==> src/design/assert_macros.svh <==
// ----------------------------------------------------------------------------
// Assertion macros
// Concurrent assertion shorthands on clk, disabled during rst.
// ----------------------------------------------------------------------------
`ifndef ASSERT_MACROS_SVH
`define ASSERT_MACROS_SVH

// condition holds at every edge
`define BBC_ASSERT_ALWAYS(lbl, cond, msg) \
  lbl: assert property (@(posedge clk) disable iff (rst) (cond)) else $error(msg);

// consequent holds in the same cycle as the antecedent
`define BBC_ASSERT_IMP(lbl, ante, cons, msg) \
  lbl: assert property (@(posedge clk) disable iff (rst) (ante) |-> (cons)) else $error(msg);

// consequent holds in the cycle after the antecedent
`define BBC_ASSERT_NEXT(lbl, ante, cons, msg) \
  lbl: assert property (@(posedge clk) disable iff (rst) (ante) |=> (cons)) else $error(msg);

`endif

==> src/design/bbc_pkg.sv <==
// ----------------------------------------------------------------------------
// bbc_pkg
// Types and constants of the LRU block buffer cache.
// ----------------------------------------------------------------------------
package bbc_pkg;

  localparam int ENTRY_COUNT_DEF = 16;
  localparam int DEVICE_W        = 8;
  localparam int BLOCK_W         = 32;
  localparam int INDEX_W         = 4;
  localparam int TAG_W           = DEVICE_W + BLOCK_W;

  typedef enum logic [1:0] {
    MODE_ACQUIRE = 2'd0,
    MODE_RELEASE = 2'd1,
    MODE_WRITE   = 2'd2,
    MODE_DONE    = 2'd3
  } mode_t;

  typedef enum logic [2:0] {
    ST_HIT     = 3'd0,
    ST_MISS    = 3'd1,
    ST_BUSY    = 3'd2,
    ST_NOFREE  = 3'd3,
    ST_ACCEPT  = 3'd4,
    ST_NOTBUSY = 3'd5
  } status_t;

  typedef enum logic [1:0] {
    XFER_NONE  = 2'd0,
    XFER_READ  = 2'd1,
    XFER_WRITE = 2'd2
  } xfer_t;

  typedef enum logic [1:0] {
    S_IDLE,
    S_SCAN,
    S_DONE
  } state_t;

  typedef struct packed {
    mode_t                mode;
    logic [DEVICE_W-1:0]  device;
    logic [BLOCK_W-1:0]   block_number;
    logic [INDEX_W-1:0]   entry_index;
  } req_t;

  typedef struct packed {
    status_t              status;
    logic [INDEX_W-1:0]   granted_entry;
    xfer_t                start_transfer;
  } rsp_t;

endpackage

==> src/design/bbc_ram.sv <==
// ----------------------------------------------------------------------------
// bbc_ram
// Generic single-write, single-read RAM with registered read data.
// ----------------------------------------------------------------------------
module bbc_ram #(
  parameter int WIDTH = bbc_pkg::TAG_W,
  parameter int DEPTH = bbc_pkg::ENTRY_COUNT_DEF,
  localparam int ADDR_W = (DEPTH > 1) ? $clog2(DEPTH) : 1
) (
  input  logic              clk,
  input  logic              we,
  input  logic [ADDR_W-1:0] waddr,
  input  logic [WIDTH-1:0]  wdata,
  input  logic              re,
  input  logic [ADDR_W-1:0] raddr,
  output logic [WIDTH-1:0]  rdata
);

  logic [WIDTH-1:0] mem [DEPTH];

  always_ff @(posedge clk) begin
    if (we) begin
      mem[waddr] <= wdata;
    end
    if (re) begin
      rdata <= mem[raddr];
    end
  end

endmodule
==> config.mk <==
export PLATFORM = sky130hd
export DESIGN_NAME = bbc_ram
export DESIGN_NICKNAME = d
export VERILOG_FILES = /design/src/design/assert_macros.svh /design/src/design/bbc_pkg.sv /design/src/design/bbc_ram.sv
export SDC_FILE = /design/constraint.sdc
export NUM_CORES = 1
export LEC_CHECK = 0
export ABC_AREA = 1
export BUFFER_PORTS_ARGS = -buffer_cell sky130_fd_sc_hd__buf_2
export CAP_MARGIN = 15
export CORE_MARGIN = 4
export CORE_UTILIZATION = 55
export CTS_CLUSTER_SIZE = 10
export DETAILED_ROUTE_END_ITERATION = 12
export MAX_ROUTING_LAYER = met4
export PLACE_DENSITY = 0.72
export RECOVER_POWER = 100
export SLEW_MARGIN = 20
export SYNTH_ARGS = -nofsm -noshare
export SYNTH_HDL_FRONTEND = slang
export SYNTH_SLANG_ARGS = --single-unit
==> constraint.sdc <==
create_clock -name clk -period 6.6 [get_ports clk]
set_input_delay 0.66 -clock clk [delete_from_list [all_inputs] [get_ports clk]]
set_output_delay 0.66 -clock clk [all_outputs]
set_load 0.03 [all_outputs]
==> results.ini <==
[run_status]
status = finished, violations left
failed_checks = capacitance limit, slew limit

[critical_path]
crit_path_max_incr_delay_ns = 1.81
r2r_setup_slack_ns = 5.39
crit_fanout = 26
path_cells = clkbuf_1, nor2_1, nand2_1, nor2_1, clkbuf_1
crit_end = mem[3][12]
critPathKind = in2reg
endpoint_kind = flop
cp-start-kind = input pin
critPathRequiredTime_ns = 6.76
r2r-start = mem[13][23]
r2r_end = rdata[23]
slowest_stage = clkbuf_1
rr_worst_depth = 6
critical_path_arrival_ns = 4.59
worstSetupStartpoint = waddr[2]

[logic_synthesis]
syn_avg_cell_area_um2 = 10.9
syn_area_um2 = 28700
synth_cells = 2643
ys_warn_count = 0
ys_ff_latch = 680
seq_area_frac_synth_pct = 71.2
synth.area.top_cells = edfxtp_1 (71%), nand2_1 (11%), nand3_1 (8.4%)
yosysTopAreaCell = edfxtp_1
netlist.area_leader.share_pct = 71.2
yosys.cell_types.count = 14
syn_nets = 2694

[placement]
portBuffers = 90
place_congestion = 0.773
dp_hpwl_um = 30200
place_worst_setup_slack_ns = 3.17

[cells_and_area]
drive_above_1_share_pct = 4.21
layout.nets = 2757
area_growth_pct = 9.50
num-fill-cells = 4021

[clocking]
ctsResizeCount = 0
numCtsBuffers = 77
cts_tree = done
clk_latency_ns = 0.60
htreeDepth = 3
path_clk_slew_ns = 0.05
postCtsSetupBuffers = 0
clock_sinks = 680
root_buffer = clkbuf_16
hold_buffers = 0
cts_buffer_depth = 3

[power_and_ir_drop]
power_leakage_nw = 13.1
powerDensity_nw_per_um2 = 289
vdd_ir_drop_max_v = 0.000168

[floorplan]
core_um2 = 51500
io_pins = 91
start_util_pct = 55.7
die_w_um = 236
die_y_um = 236
die_area_um2 = 55900
core.rowCount = 83

[timing]
clock_skew_ns = 0.0173
hold_viol = 0
max_freq_mhz = 226
period_share_pct = 67.2
drv_slew = 731
rsz0062_at_grt = no
worst_pin_slew_ns = 3.85
fin_crit_ns = 4.43
setup_ws_ns = 2.17
slew_headroom_pct = -156
setup_viol = 0
final.setup.tns_ns = 0

[grt]
antenna_found_initial = 5
grt.total_usage_pct = 24.0
grt_pass1_vias = 17600
grt_max_degree = 211
gr-total-overflow = 0
grt_pass1_wl_um = 99900

[flow_run]
maxCapViolCount = 20

[drt]
firstDrtPassIters = 5
ant_nets = 0
vias = 18300
drt-total-wl_um = 66000
drt_iter0_drc = 2117
routedWlPerCell_um = 19.4
drcViolationCount = 0
routed_via_density = 5.39

[worst_hold_path]
min_path_cells = 1
hp-class = in2reg

final cells by class:
cell class | count | area [µm²] | area share (%)
diodes | 5 | 12.5 | 0.0398
clock buffers | 81 | 2030 | 6.45
inverters | 486 | 1840 | 5.87
multi-input cells | 1345 | 5760 | 18.3
flip-flops and latches | 680 | 20400 | 65.0
well taps | 680 | 851 | 2.71
repair buffers | 116 | 509 | 1.62
layout by cell type (no fill, tap or decap), drive strengths merged:
| cell | synthesis | routed |
|---|---|---|
| nand2 | 845 | 845 |
| edfxtp | 680 | 680 |
| inv | 486 | 485 |
| nand3 | 481 | 481 |
| clkbuf | 24 | 181 |
| nor2 | 17 | 17 |
| buf | 108 | 16 |
| diode | 0 | 5 |
| nand3b | 2 | 2 |
| clkinvlp | 0 | 1 |
flip-flops by register name, indices dropped and copies added (netlist names):
register,count
mem,640
rdata,40
through the flow:
stage	utilization [%]	cell area [µm²]	std cells	hold slack, ns	power (mW)
6_report	61.0	31400	3393	0.552	9.08
5_1_grt	61.0	31400	3393	0.578	9.38
4_1_cts	61.3	31600	3388	0.408	9.14
3_5_place_dp	57.4	29600	3307	0.720	5.54
3_3_place_gp	57.4	29600	3307	0.706	5.53
2_1_floorplan	-	28700	2643	0.683	5.35
power by group:
part,internal [mW],total [mW],switching (mW)
clock,2.14,3.62,1.49
combinational,0.130,0.546,0.417
sequential,4.88,4.91,0.0302
total,7.15,9.08,1.93
worst max-delay path, delay by kind of cell:
kind | cells | cell delay (ns)
buf+inv | 2 | 1.92
simple gates | 3 | 1.96
how the worst min path moves through the flow:
| stage | start | end |
|---|---|---|
| floorplan | mem[12][0] | rdata[0] |
| global placement | mem[12][7] | rdata[7] |
| detailed placement | mem[10][2] | rdata[2] |
| CTS | wdata[23] | mem[0][23] |
| global route | wdata[23] | mem[11][23] |
| finish | wdata[7] | mem[7][7] |
cell families after synthesis:
| group | Yosys count | share of synthesized area [%] |
|---|---|---|
| flops | 680 | 71.2 |
| simple gates | 1345 | 19.7 |
| buf+inv | 618 | 9.11 |
layer usage:
metal / track usage, % / wire length (µm) / vias to the layer above
met3: 3.66 / 5210 / 146
met2: 38.9 / 32600 / 795
met5: - / 0 / -
met1: 30.8 / 26200 / 8695
met4: 9.61 / 1930 / 0
li1: - / - / 8648
synthesized netlist by cell type:
master / count
buf_2: 56
edfxtp_1: 680
nand3_1: 481
inv_4: 2
buf_4: 22
nor2_1: 17
clkbuf_1: 24
buf_1: 13
inv_1: 483
nand2_1: 845
nand3b_1: 2
inv_2: 1
buf_6: 16
buf_12: 1
No activity file was read; power rests on OpenSTA's default activity.
